**src/hdl/pfa_pkg.sv**
```systemverilog
// ----------------------------------------------------------------------------
// pfa_pkg
// Shared types and constants for the partition fit allocator.
// ----------------------------------------------------------------------------
package pfa_pkg;

	localparam int PFA_NUM_PARTITIONS_DEF = 16;
	localparam int SIZE_W                 = 20;
	localparam int PIDX_W                 = 4;
	localparam int CFG_DATA_W             = 5;
	localparam int CFG_IDX_W              = 1;

	localparam logic                  ACT_LOAD  = 1'b0;
	localparam logic                  ACT_ALLOC = 1'b1;

	localparam logic [1:0]            STRAT_FIRST = 2'd0;
	localparam logic [1:0]            STRAT_BEST  = 2'd1;
	localparam logic [1:0]            STRAT_WORST = 2'd2;

	localparam logic [CFG_IDX_W-1:0]  REG_STRATEGY    = 1'd0;
	localparam logic [CFG_IDX_W-1:0]  REG_PARTS_IN_USE = 1'd1;

	localparam logic [4:0]            PARTS_IN_USE_RST = 5'd16;

	typedef struct packed {
		logic              action;
		logic [PIDX_W-1:0] partition_index;
		logic [SIZE_W-1:0] amount;
	} in_item_t;

	typedef struct packed {
		logic              granted;
		logic [PIDX_W-1:0] chosen_partition;
	} out_item_t;

	typedef struct packed {
		logic load;      // write table entry from the input transfer
		logic scan_go;   // capture request, restart scan
		logic issue;     // read next table entry
		logic commit;    // update chosen entry, emit result
	} ctl_cmd_t;

	typedef struct packed {
		logic scan_end;  // all searched entries have been read
	} dp_stat_t;

endpackage

```
**src/hdl/pfa_ctrl.sv**
```systemverilog
// ----------------------------------------------------------------------------
// pfa_ctrl
// Sequencer: accepts transfers, steps the table scan, triggers the commit.
// ----------------------------------------------------------------------------
module pfa_ctrl import pfa_pkg::*; (
	input  logic     clk,
	input  logic     arst_n,
	input  logic     start,
	input  logic     action,
	output logic     busy,
	output ctl_cmd_t cmd,
	input  dp_stat_t stat
);

	typedef enum logic [1:0] {
		ST_IDLE,
		ST_SCAN,
		ST_COMMIT
	} state_t;

	state_t state_q;
	logic   busy_q;

	always_ff @(posedge clk or negedge arst_n) begin
		if (!arst_n) begin
			state_q <= ST_IDLE;
			busy_q  <= 1'b0;
		end else begin
			unique case (state_q)
				ST_IDLE: begin
					if (start && action == ACT_ALLOC) begin
						state_q <= ST_SCAN;
						busy_q  <= 1'b1;
					end
				end
				ST_SCAN: begin
					if (stat.scan_end) begin
						state_q <= ST_COMMIT;
					end
				end
				ST_COMMIT: begin
					state_q <= ST_IDLE;
					busy_q  <= 1'b0;
				end
				default: begin
					state_q <= ST_IDLE;
					busy_q  <= 1'b0;
				end
			endcase
		end
	end

	assign busy = busy_q;

	always_comb begin
		cmd         = '0;
		cmd.load    = (state_q == ST_IDLE) && start && (action == ACT_LOAD);
		cmd.scan_go = (state_q == ST_IDLE) && start && (action == ACT_ALLOC);
		cmd.issue   = (state_q == ST_SCAN) && !stat.scan_end;
		cmd.commit  = (state_q == ST_COMMIT);
	end

endmodule

```
**src/hdl/pfa_datapath.sv**
```systemverilog
// ----------------------------------------------------------------------------
// pfa_datapath
// Partition size table, configuration registers, one-entry-per-cycle fit
// compare and result register.
// ----------------------------------------------------------------------------
module pfa_datapath import pfa_pkg::*; #(
	parameter int NUM_PARTITIONS = PFA_NUM_PARTITIONS_DEF
) (
	input  logic                  clk,
	input  logic                  arst_n,
	input  in_item_t              item,
	input  ctl_cmd_t              cmd,
	output dp_stat_t              stat,
	input  logic                  cfg_we,
	input  logic [CFG_IDX_W-1:0]  cfg_index,
	input  logic [CFG_DATA_W-1:0] cfg_wdata,
	output logic                  done,
	output out_item_t             result
);

	localparam int IDX_W = (NUM_PARTITIONS > 1) ? $clog2(NUM_PARTITIONS) : 1;
	localparam int CNT_W = $clog2(NUM_PARTITIONS + 1);

	logic [SIZE_W-1:0]         mem [NUM_PARTITIONS];
	logic [NUM_PARTITIONS-1:0] valid_q;

	logic [1:0]                strategy_q;
	logic [4:0]                parts_in_use_q;

	logic [SIZE_W-1:0]         amount_q;
	logic [CNT_W-1:0]          addr_q;
	logic [CNT_W-1:0]          limit;
	logic [IDX_W-1:0]          rd_addr;

	logic                      rd_live_s1;
	logic [SIZE_W-1:0]         rd_size_s1;
	logic [IDX_W-1:0]          rd_idx_s1;

	logic                      found_q;
	logic [IDX_W-1:0]          pick_q;
	logic [SIZE_W-1:0]         pick_size_q;

	logic                      done_q;
	out_item_t                 result_q;

	logic                      load_ok;
	logic [IDX_W-1:0]          load_addr;
	logic                      fits;

	// configuration
	always_ff @(posedge clk or negedge arst_n) begin
		if (!arst_n) begin
			strategy_q     <= STRAT_FIRST;
			parts_in_use_q <= PARTS_IN_USE_RST;
		end else if (cfg_we) begin
			unique case (cfg_index)
				REG_STRATEGY:     strategy_q     <= cfg_wdata[1:0];
				REG_PARTS_IN_USE: parts_in_use_q <= cfg_wdata;
				default: ;
			endcase
		end
	end

	always_comb begin
		if (32'(parts_in_use_q) >= NUM_PARTITIONS) begin
			limit = CNT_W'(NUM_PARTITIONS);
		end else begin
			limit = CNT_W'(parts_in_use_q);
		end
	end

	assign stat.scan_end = (addr_q >= limit);
	assign rd_addr       = addr_q[IDX_W-1:0];
	assign load_ok       = (32'(item.partition_index) < NUM_PARTITIONS);
	assign load_addr     = IDX_W'(item.partition_index);

	// table storage
	always_ff @(posedge clk) begin
		if (cmd.load && load_ok) begin
			mem[load_addr] <= item.amount;
		end else if (cmd.commit && found_q) begin
			mem[pick_q] <= pick_size_q - amount_q;
		end
	end

	always_ff @(posedge clk or negedge arst_n) begin
		if (!arst_n) begin
			valid_q <= '0;
		end else if (cmd.load && load_ok) begin
			valid_q[load_addr] <= 1'b1;
		end else if (cmd.commit && found_q) begin
			valid_q[pick_q] <= 1'b1;
		end
	end

	always_ff @(posedge clk) begin
		if (cmd.issue) begin
			rd_size_s1 <= valid_q[rd_addr] ? mem[rd_addr] : '0;
			rd_idx_s1  <= rd_addr;
		end
		if (cmd.scan_go) begin
			amount_q <= item.amount;
		end
	end

	// scan control
	always_ff @(posedge clk or negedge arst_n) begin
		if (!arst_n) begin
			addr_q     <= '0;
			rd_live_s1 <= 1'b0;
		end else begin
			rd_live_s1 <= cmd.issue;
			if (cmd.scan_go) begin
				addr_q <= '0;
			end else if (cmd.issue) begin
				addr_q <= addr_q + 1'b1;
			end
		end
	end

	// fit compare, ties keep the lower index
	assign fits = rd_live_s1 && (amount_q <= rd_size_s1);

	always_ff @(posedge clk or negedge arst_n) begin
		if (!arst_n) begin
			found_q <= 1'b0;
		end else if (cmd.scan_go) begin
			found_q <= 1'b0;
		end else if (fits) begin
			found_q <= 1'b1;
		end
	end

	always_ff @(posedge clk) begin
		if (fits) begin
			if (!found_q) begin
				pick_q      <= rd_idx_s1;
				pick_size_q <= rd_size_s1;
			end else begin
				case (strategy_q)
					STRAT_BEST: begin
						if (rd_size_s1 < pick_size_q) begin
							pick_q      <= rd_idx_s1;
							pick_size_q <= rd_size_s1;
						end
					end
					STRAT_WORST: begin
						if (rd_size_s1 > pick_size_q) begin
							pick_q      <= rd_idx_s1;
							pick_size_q <= rd_size_s1;
						end
					end
					default: ;
				endcase
			end
		end
	end

	// result
	always_ff @(posedge clk or negedge arst_n) begin
		if (!arst_n) begin
			done_q <= 1'b0;
		end else begin
			done_q <= cmd.commit;
		end
	end

	always_ff @(posedge clk) begin
		if (cmd.commit) begin
			result_q.granted          <= found_q;
			result_q.chosen_partition <= found_q ? PIDX_W'(pick_q) : '0;
		end
	end

	assign done   = done_q;
	assign result = result_q;

endmodule

```
**src/hdl/partition_fit_allocator.sv**
```systemverilog
// ----------------------------------------------------------------------------
// partition_fit_allocator
// First, best and worst fit partition allocator over a table of sizes.
// ----------------------------------------------------------------------------
// Load transfer: accepted while idle, no result; busy stays low.
// Allocate transfer: the scan reads the first L table entries, where
// L = min(partitions_in_use, NUM_PARTITIONS), one entry per cycle through
// a single memory read port; a commit state then updates the chosen
// entry and registers result and done. A new transfer is accepted in the
// cycle that shows done, none while busy. The receiver cannot stall; done
// lasts one cycle. Reset clears the table to zero, strategy to first fit,
// and partitions_in_use to 16.
module partition_fit_allocator import pfa_pkg::*; #(
	parameter int NUM_PARTITIONS = PFA_NUM_PARTITIONS_DEF
) (
	input  logic                  clk,
	input  logic                  arst_n,
	input  logic                  start,
	output logic                  busy,
	input  in_item_t              item,
	output logic                  done,
	output out_item_t             result,
	input  logic                  cfg_we,
	input  logic [CFG_IDX_W-1:0]  cfg_index,
	input  logic [CFG_DATA_W-1:0] cfg_wdata
);

	ctl_cmd_t cmd;
	dp_stat_t stat;

	pfa_ctrl u_ctrl (
		.clk    (clk),
		.arst_n (arst_n),
		.start  (start),
		.action (item.action),
		.busy   (busy),
		.cmd    (cmd),
		.stat   (stat)
	);

	pfa_datapath #(
		.NUM_PARTITIONS (NUM_PARTITIONS)
	) u_datapath (
		.clk       (clk),
		.arst_n    (arst_n),
		.item      (item),
		.cmd       (cmd),
		.stat      (stat),
		.cfg_we    (cfg_we),
		.cfg_index (cfg_index),
		.cfg_wdata (cfg_wdata),
		.done      (done),
		.result    (result)
	);

endmodule
```
**config.mk**
```make
export PLATFORM = sky130hd
export DESIGN_NAME = partition_fit_allocator
export DESIGN_NICKNAME = d
export VERILOG_FILES = /design/src/hdl/pfa_pkg.sv /design/src/hdl/pfa_ctrl.sv /design/src/hdl/pfa_datapath.sv /design/src/hdl/partition_fit_allocator.sv
export SDC_FILE = /design/constraint.sdc
export NUM_CORES = 1
export LEC_CHECK = 0
export ABC_AREA = 1
export CAP_MARGIN = 10
export CORE_MARGIN = 1.5
export CORE_UTILIZATION = 35
export CTS_CLUSTER_DIAMETER = 150
export DETAILED_ROUTE_END_ITERATION = 8
export DONT_BUFFER_PORTS = 1
export GPL_TIMING_DRIVEN = 0
export HOLD_SLACK_MARGIN = 0.06
export SETUP_SLACK_MARGIN = 0.15
export SYNTH_ARGS = -nofsm -noshare
export SYNTH_HDL_FRONTEND = slang
export SYNTH_SLANG_ARGS = --single-unit
```
**constraint.sdc**
```tcl
create_clock -name clk -period 3.1 [get_ports clk]
set_input_delay 0.31 -clock clk [delete_from_list [all_inputs] [get_ports clk]]
set_output_delay 0.31 -clock clk [all_outputs]
set_load 0.1 [all_outputs]
```
Yosys cells after proc, flatten, opt, wreduce, memory -nomap -nowiden
Memory sizes are Yosys's and may differ from the RTL's. A register that Yosys moved wholly into a read port is not among the register bits.
Cells that the tools add are included.
Word-level totals
  word-level logic and storage cells: 97
  memories kept: 1
  bits in writable memories: 320
  output and inout bits: 7
  bits in registers: 87
Memories
  u_datapath.mem: words 16, bits a word 20, rd ports 1, clocked after memory_dff 1, write ports 1, RTL line pfa_datapath.sv:24  | logic [SIZE_W-1:0] mem [NUM_PARTITIONS];
Operators by class
  eq/ne operators: 9
  multiplexer cells: 34
  bitwise gates (word level): 5
  reductions and logical operators: 21
  order comparisons: 10
  $add $sub $neg: 2
Operator list (number)
  2-to-1 mux 20 bit: 4
  one-hot mux 20 bit (2 select lines): 1
  2-to-1 mux 16 bit: 2
  OR 16 bit: 2
  greater-than comparator 20 bit: 1
  less-or-equal comparator 20 bit: 1
  less-than comparator 20 bit: 1
  OR reduction 20 bit: 1
  subtractor 20 bit: 1
  2-to-1 mux 4 bit: 4
  less-than comparator 4 x 5 -> 1 bit (second input constant): 3
  2-to-1 mux 5 bit: 3
  2-to-1 mux 1 bit: 12
  logical AND 1 bit: 9
  inequality test 3 bit (second input constant): 3
  demux 1 bit (select 4 bit): 2
  greater-or-equal comparator 4 x 1 -> 1 bit (second input constant): 2
  one-hot mux 4 bit (2 select lines): 1
  AND reduction 2 bit: 4
  nonzero test 2 bit: 3
  adder 5 x 1 -> 5 bit (second input constant): 1
  greater-or-equal comparator 5 bit: 1
  greater-or-equal comparator 5 bit (second input constant): 1
  binary-select mux 1 bit (select 4 bit): 1
  10 further kinds: 17

Longest topological paths before layout
Gate-level depths: netlist (run 1).
  depth in word-level cells: 7
  gate-level depth with buffers: 14
  mapped depth without buffers: 14

Modules after synthesis
Synthesis (run 1) repeated with hierarchy kept, for this count alone.
Second synthesis, totals
  cells, all modules: 1700
  area, all modules: 19080.8 µm²
By module, submodules not included
  pfa_datapath: seq. area each 12578.3 µm², cells each 1678, area each 18930.7 µm², instances 1
  pfa_ctrl: seq. area each 75.1 µm², cells each 22, area each 150.1 µm², instances 1

Worst setup path after synthesis (run 1)
Ideal clock, no wire load.
  kind: register to register
  start point: register u_datapath.rd_size_s1[19], read port of u_datapath.mem
  end point: register u_datapath.pick_q[0], enable pin
  cell stages (with the launch flop): 12
  setup slack: 0.284 ns
  arrival time: 2.411 ns
  cell sequence: edfxtp_1 ha_1 nand2_1 nor2_1 nand2_1 nor2_1 o21ai_0 nand3_1 nand2_1 nand3_1 nand2_1 nor2_1
Between the ends
  longest elaborated chain between the ends: 3
RTL lines
  start: declaration: RTL line pfa_datapath.sv:36  | logic [SIZE_W-1:0] rd_size_s1;
  greater-than comparator 20 bit, or another cell as far along: RTL line pfa_datapath.sv:148  | if (rd_size_s1 > pick_size_q) begin
  inequality test 3 bit (no line) / logical AND 1 bit (equally long branches)
  AND reduction 4 bit (no line) (*)
  end signal: assignment: RTL line pfa_datapath.sv:137  | pick_q <= rd_idx_s1;
  end signal: assignment: RTL line pfa_datapath.sv:143  | pick_q <= rd_idx_s1;
  end signal: assignment: RTL line pfa_datapath.sv:149  | pick_q <= rd_idx_s1;
  end: declaration: RTL line pfa_datapath.sv:40  | logic [IDX_W-1:0] pick_q;
Mark *: on every way between the ends. The rest lies on a longest branch, timed or not.
A chain may end at the register's enable or synchronous reset.

==> results of run 1 <==
-- per-stage QoR --
stage / TNS [ps] / area (um2) / hold WS [ps] / total power, W
6_report: 0 / 22200 / 91.0 / 0.0193
5_1_grt: 0 / 22200 / 121 / 0.0204
3_5_place_dp: -10640 / 20500 / 15.1 / 0.0143
2_1_floorplan: 0 / 19100 / 14.4 / 0.0120
4_1_cts: 0 / 22200 / 70.3 / 0.0194
3_3_place_gp: -231860 / 20000 / 15.1 / 0.0141
-- cell usage after synthesis, types with 2 or more instances --
cell type	n
a21boi_0	2
a21o_1	5
a21oi_1	39
buf_1	3
buf_2	18
buf_4	6
buf_6	11
clkbuf_1	35
dfrtp_1	33
edfxtp_1	393
ha_1	67
inv_1	152
inv_2	3
mux2_2	2
nand2_1	243
nand3_1	76
nand3b_1	4
nand4_1	5
nor2_1	304
nor3_1	8
o211ai_1	42
o21ai_0	143
o21ai_1	27
o21ai_2	2
o21bai_1	2
o32ai_1	40
or2_1	10
or2_2	2
xnor2_1	5
xor2_1	5
-- kinds of logic after synthesis --
kind of cell / count (synthesis) / synth area share
AND/OR/NAND/NOR: 656 / 0.138
flip-flops: 427 / 0.661
AO/OA/AOI/OAI: 307 / 0.0962
buffers and inverters: 230 / 0.0532
adder cells (fa/ha/maj): 68 / 0.0449
XOR/XNOR: 10 / 0.00458
multiplexers: 2 / 0.00118
-- registers in the layout, indices dropped and copies added, names as in the netlist, 2 cells and up --
register and count:
u_datapath.parts_in_use_q 5, u_datapath.rd_size_s1 20, u_datapath.pick_q 4, u_ctrl.state_q 2, u_datapath.amount_q 20, u_datapath.pick_size_q 20, u_datapath.addr_q 5, u_datapath.result 5
u_datapath.strategy_q 2, u_datapath.mem 320, u_datapath.valid_q 16, u_datapath.rd_idx_s1 4
-- area by class of cell --
cell class                      count  area share
Tap cell                          696      0.0392
Clock buffer                       61      0.0544
Buffer                             75      0.0198
Timing Repair inverter              2    0.000564
Timing Repair Buffer               59      0.0354
Antenna cell                        1    0.000113
Multi-Input combinational cell   1043       0.249
Clock inverter                     17     0.00496
Inverter                          155      0.0264
Sequential cell                   427       0.570
-- what timing repair did --
action,in CTS,in global routing
hold buffers,32,0
setup endpoints to repair,42,30
cloned,1,1
endpoints found under the hold margin,62,0
resized for setup,4,2
setup buffers,2,0
-- worst max path at each step --
stage | to
after floorplan | u_datapath.pick_q[0]
after global placement | u_datapath.pick_size_q[13]
after CTS | u_datapath.rd_idx_s1[1]
after global routing | u_datapath.pick_size_q[17]
after detailed placement | u_datapath.rd_size_s1[17]
final | u_datapath.rd_size_s1[11]
-- layer usage --
metal / track usage / vias to the layer above
met5: 0 / -
met4: 0.0447 / 0
met3: 0.0314 / 70
met2: 0.302 / 442
met1: 0.235 / 6370
li1: - / 6157
-- power groups by stage --
stage	Combinational, W	Sequential [W]	Clock [W]
after floorplan	0.00423	0.00775	0
after global placement	0.00614	0.00792	0
after detailed placement	0.00637	0.00792	0
after CTS	0.00654	0.00779	0.00504
after global routing	0.00729	0.00785	0.00525
final	0.00656	0.00780	0.00496
-- worst max-delay path: stages, from the launching register on --
cell and delay, ps:
dfrtp_2 510, inv_2 90, buf_2 240, clkbuf_4 290
ha_1 260, nand2_1 70, nor2_1 40, a211oi_1 390
nand2_2 260, clkinvlp_4 160, buf_12 150
==> metrics.cfg, run 1 <==
[critical_path]
reg2reg_to = u_datapath.rd_size_s1[11]
start_kind = flop
r2r-start = u_datapath.addr_q[0]
startpoint = u_datapath.addr_q[0]
cp.arrival_ps = 3060
worstSetupPathType = flop to flop
path_max_fanout = 15
r2r_cells = 10
end_kind = flop
r2r_setup_slack_ps = 310
timing.critical_path.required_ps = 3370

[placed_design]
routabilityCongestion = 0.866
dpl.cell_count = 2421
hpwl_mm = 34.9
io_buffers = 0
dpl_worst_slack_ps = -376

[timing]
fin_crit_sh = 0.899
relSlewSlack = 0.343
drv_slew = 0
clock-skew-final_ps = 21.9
setup_viol = 0
rsz0062_at_grt = no
max_freq_mhz = 359
setup_ws_ps = 314
hold_viol = 0
worstMarginPinSlew_ps = 985
period_needed_ps = 2790

[synth]
synth_cell_types = 43
syn_avg_cell_area_um2 = 11.3
synth_nets = 1803
synth_edf_count = 393
synth_async_sr_flop_share = 0.0796
synth_area_mm2 = 0.0191
synth-seq-cells = 427
ys_seq_area_frac = 0.661
yosys_most_used_dff = edfxtp_1
yosys-top-cells-area = edfxtp_1 (62%), nor2_1 (6.0%), nand2_1 (4.8%)
synth_warnings = 0
synth_top_area_frac = 0.617
yosys.area.top_type = edfxtp_1
postSynthCellCount = 1700

[route]
dr_total_vias = 13000
highest_layer = met4
drt_wl_total_mm = 49.7
drc = 0
wl_per_cell_um = 19.6
drt-pass1-iter-count = 8
drt-met1-wl_mm = 21.4
dr.first_iter.drc_count = 1270
ant_nets = 0
post_drt_via_cell_ratio = 5.14
wl_met2_mm = 24.0
wl_met3_mm = 3.26

[cells_and_area]
drive_gt1_frac = 0.0875
mostFrequentLayoutCells = edfxtp_1 (393), nor2_1 (287), nand2_1 (242)
regArea_mm2 = 0.0127
final_nets = 1910
instances_no_fill = 2536
multi_input_area_mm2 = 0.00552
final_common_cell = edfxtp_1
fin_util = 0.412
area_growth_pct = 16.0
fillCellCount = 4968

[die]
ioPinCount = 42
fp.dieH_um = 237
dieArea_mm2 = 0.0561
core_region_area_mm2 = 0.0539
die_width_um = 237
start_util = 0.355
rows = 85

[cts]
htreeDepth = 2
cts_tree = done
clock-sinks = 427
path_clk_slew_ps = 60
cts_buffers = 44
clockBufferDepth = 3
root_buffer = clkbuf_16
clk_latency_ps = 580

[power]
ir_worst_vdd_mv = 0.348
pwr_density_cell_mw_per_mm2 = 871
p_int_w = 0.0122
sw_frac_of_total = 0.369
p_switching_w = 0.00714
power_frac_comb = 0.339
power_frac_clock = 0.257
cellLeakagePower_nw = 8.39
pwr-share-seq = 0.404

[status]
status = finished, final reports clean

[min_path]
whs_endpoint = u_datapath.valid_q[5]
worstHoldPathCells = 4
min-delay-start = item[22]
hold_path_class = primary input to flop

[global_route]
grt_overflow = 0
grtUsageTotal = 0.178
grt_max_degree = 35
grt_pass1_wl_mm = 75.3
grt_pass1_vias = 12800
antenna_found_initial = 1

[flow_run]
maxCapViolCount = 0

(Power assumes the default switching activity.)
==> run 2: changes to the inputs <==
--- a/config.mk
+++ b/config.mk
@@ -5,8 +5,8 @@
 export SDC_FILE = /design/constraint.sdc
 export NUM_CORES = 1
 export LEC_CHECK = 0
-export ABC_AREA = 1
 export CAP_MARGIN = 10
+export CORE_ASPECT_RATIO = 0.5
 export CORE_MARGIN = 1.5
 export CORE_UTILIZATION = 35
 export CTS_CLUSTER_DIAMETER = 150
@@ -14,6 +14,7 @@
 export DONT_BUFFER_PORTS = 1
 export GPL_TIMING_DRIVEN = 0
 export HOLD_SLACK_MARGIN = 0.06
+export RECOVER_POWER = 50
 export SETUP_SLACK_MARGIN = 0.15
 export SYNTH_ARGS = -nofsm -noshare
 export SYNTH_HDL_FRONTEND = slang
==> run 2 against run 1 <==
Design area fell by 3.0%. Largest power group unchanged. Register-to-register slack got worse by 180 ps. Sequential power rose by 0.9%. Global-route usage fell by 0.82 points. The run now ends with max-capacitance violations, max-slew violations left. Highest routed layer unchanged. Clock skew barely moved. Clock power fell by 4.6%. Critical path type unchanged. Final cell count fell by 25%. Combinational power fell by 16%.
==> metrics.cfg, run 2 <==
[status]
status = finished with violations
violations = max-capacitance violations, max-slew violations

[synth]
yosys.area.top_type = edfxtp_1
synth_cell_types = 62
syn_avg_cell_area_um2 = 17.7
ys_seq_area_frac = 0.685
postSynthCellCount = 1044
synth_top_area_frac = 0.639
synth_commonest_cells = edfxtp_1 (393), mux4_2 (90), inv_1 (68)
yosysMostFrequentCell = edfxtp_1
synth_area_mm2 = 0.0185
synth_warnings = 0
yosys-top-cells-area = edfxtp_1 (64%), mux4_2 (11%), ha_1 (4.5%)
synth_edf_count = 393
yosys_most_used_dff = edfxtp_1
synth-seq-cells = 427
synth_async_sr_flop_share = 0.0796
synth_nets = 1147

[cells_and_area]
final_cell_area_mm2 = 0.0215
top_register = u_datapath.mem
mostFrequentLayoutCells = edfxtp_1 (393), mux4_2 (90), inv_1 (68)
fillCellCount = 4562
fin_util = 0.414
final_common_cell = edfxtp_1
drive_gt1_frac = 0.233
antenna_cells = 0
largest_reg_flops = 320
area_growth_pct = 16.6
final_nets = 1264

[cts]
clock-sinks = 427
htreeDepth = 2
cts_tree = done
cts_buffers = 42
root_buffer = clkbuf_16
path_clk_slew_ps = 70
clk_latency_ps = 550
clockBufferDepth = 3

[power]
ir_worst_vdd_mv = 0.419
power_frac_clock = 0.261
sw_frac_of_total = 0.322
power_frac_comb = 0.303
pwr-share-seq = 0.436
p_int_w = 0.0122
cellLeakagePower_nw = 7.36
pwr_density_cell_mw_per_mm2 = 839
p_switching_w = 0.00583

[min_path]
hold_path_class = primary input to flop

[global_route]
grt_max_degree = 35
grt_overflow = 0
grtUsageTotal = 0.169
grt_pass1_wl_mm = 66.6
antenna_found_initial = 3
grt_pass1_vias = 10200

[die]
ioPinCount = 42
die_width_um = 328
start_util = 0.355
fp.dieH_um = 165
core_region_area_mm2 = 0.0520
dieArea_mm2 = 0.0542
rows = 59

[timing]
setup_ws_ps = 129
relSlewSlack = -0.327
worstMarginPinSlew_ps = 1990
max_freq_mhz = 337
hold_slack_ps = 82.4
fin_crit_sh = 0.958
rsz0062_at_grt = yes
drv_slew = 64
period_needed_ps = 2970
hold_viol = 0
clock-skew-final_ps = 21.7
setup_viol = 0

[critical_path]
timing.critical_path.required_ps = 3380
end_kind = flop
cp.arrival_ps = 3250
worstSetupPathType = flop to flop
path_max_fanout = 10
start_kind = flop

[route]
drt_wl_total_mm = 46.4
ant_nets = 0
dr.first_iter.drc_count = 968
post_drt_via_cell_ratio = 5.34
dr_total_vias = 10100
drt-pass1-iter-count = 7
wl_per_cell_um = 24.5
drc = 0

[placed_design]
placedInstanceArea_mm2 = 0.0196
routabilityCongestion = 0.863
io_buffers = 0
hpwl_mm = 28.5
dpl_worst_slack_ps = -755

[flow_run]
maxCapViolCount = 2

==> run 2: cell types whose count changed in the layout (fill, tap and decap cells not counted), sizes merged, moves of 40 or more <==
cell and change:
nor2 -258, nand2 -199, o21ai -140, mux4 +104
inv -86, nand3 -66, o211ai -40, o32ai -40
==> run 2: cells by family (layout without fill, tap and decap cells) <==
| family | after synthesis | in the layout | synth area share |
|---|---|---|---|
| AOI/OAI and AO/OA | 114 | 115 | 0.0406 |
| xor gates and xnor gates | 18 | 18 | 0.00854 |
| adders and majority gates | 68 | 68 | 0.0465 |
| buffers and inverters | 103 | 240 | 0.0255 |
| DFF | 427 | 427 | 0.685 |
| muxes | 113 | 113 | 0.135 |
| and+or+nand+nor | 201 | 212 | 0.0590 |
==> run 2: what timing repair did <==
| item | in CTS | in global routing |
|---|---|---|
| endpoints found under the hold margin | 61 | 0 |
| hold buffers | 30 | 0 |
| gates cloned | 9 | 3 |
| pin swaps | 14 | 9 |
| buffers inserted | 2 | 16 |
| setup endpoints to repair | 714 | 199 |
| gates resized for setup | 49 | 19 |
==> run 2: final cells by class <==
cell class	instances	area, um2	area share
multi-input cells	526	5730	0.266
flip-flops and latches	427	12700	0.588
plain buffers	35	233	0.0108
inverters	68	255	0.0119
clock inverters	25	141	0.00657
clock buffers	51	1120	0.0518
well taps	701	877	0.0407
repair buffers	61	532	0.0247
==> run 2: power by group through the flow <==
stage / registers (W) / logic [W] / clock network (W)
detailed placement: 0.00798 / 0.00514 / 0
global route: 0.00792 / 0.00593 / 0.00505
global placement: 0.00797 / 0.00490 / 0
floorplan: 0.00780 / 0.00367 / 0
finish: 0.00787 / 0.00548 / 0.00473
CTS: 0.00786 / 0.00535 / 0.00481
==> run 2: stage by stage <==
stage	instances	TNS [ps]	power, W
3_3_place_gp	1745	-507430	0.0129
6_report	1894	0	0.0181
3_5_place_dp	1758	-107130	0.0131
5_1_grt	1894	0	0.0189
4_1_cts	1875	0	0.0180
2_1_floorplan	1044	0	0.0115
==> run 2: final timing paths <==
kind / cells after the start / start / endpoint / slack [ps]
max reg2reg: 5 / u_datapath.addr_q[1] / u_datapath.rd_size_s1[10] / 130
min: 2 / cfg_we / u_datapath.strategy_q[0] / 80
max in group asynchronous: 2 / arst_n / u_datapath.valid_q[11] / 1030
min reg2reg: 0 / u_datapath.rd_idx_s1[1] / u_datapath.pick_q[1] / 420
max: 5 / u_datapath.addr_q[1] / u_datapath.rd_size_s1[10] / 130
min in group asynchronous: 2 / arst_n / u_ctrl.busy / 930
==> run 2: per-layer routing <==
metal,share of wire,vias to the layer above,track usage
met5,0,-,0
met4,0.022,0,0.0408
met3,0.069,76,0.0328
met2,0.47,339,0.276
met1,0.44,5309,0.235
li1,-,4399,-
==> run 2: worst max-delay path: stages, from the launching register on <==
cell             delay (ps)
dfrtp_1                 600
clkbuf_1                430
clkdlybuf4s18_2         530
mux4_2                  370
mux4_2                  570
nor2b_1                 180
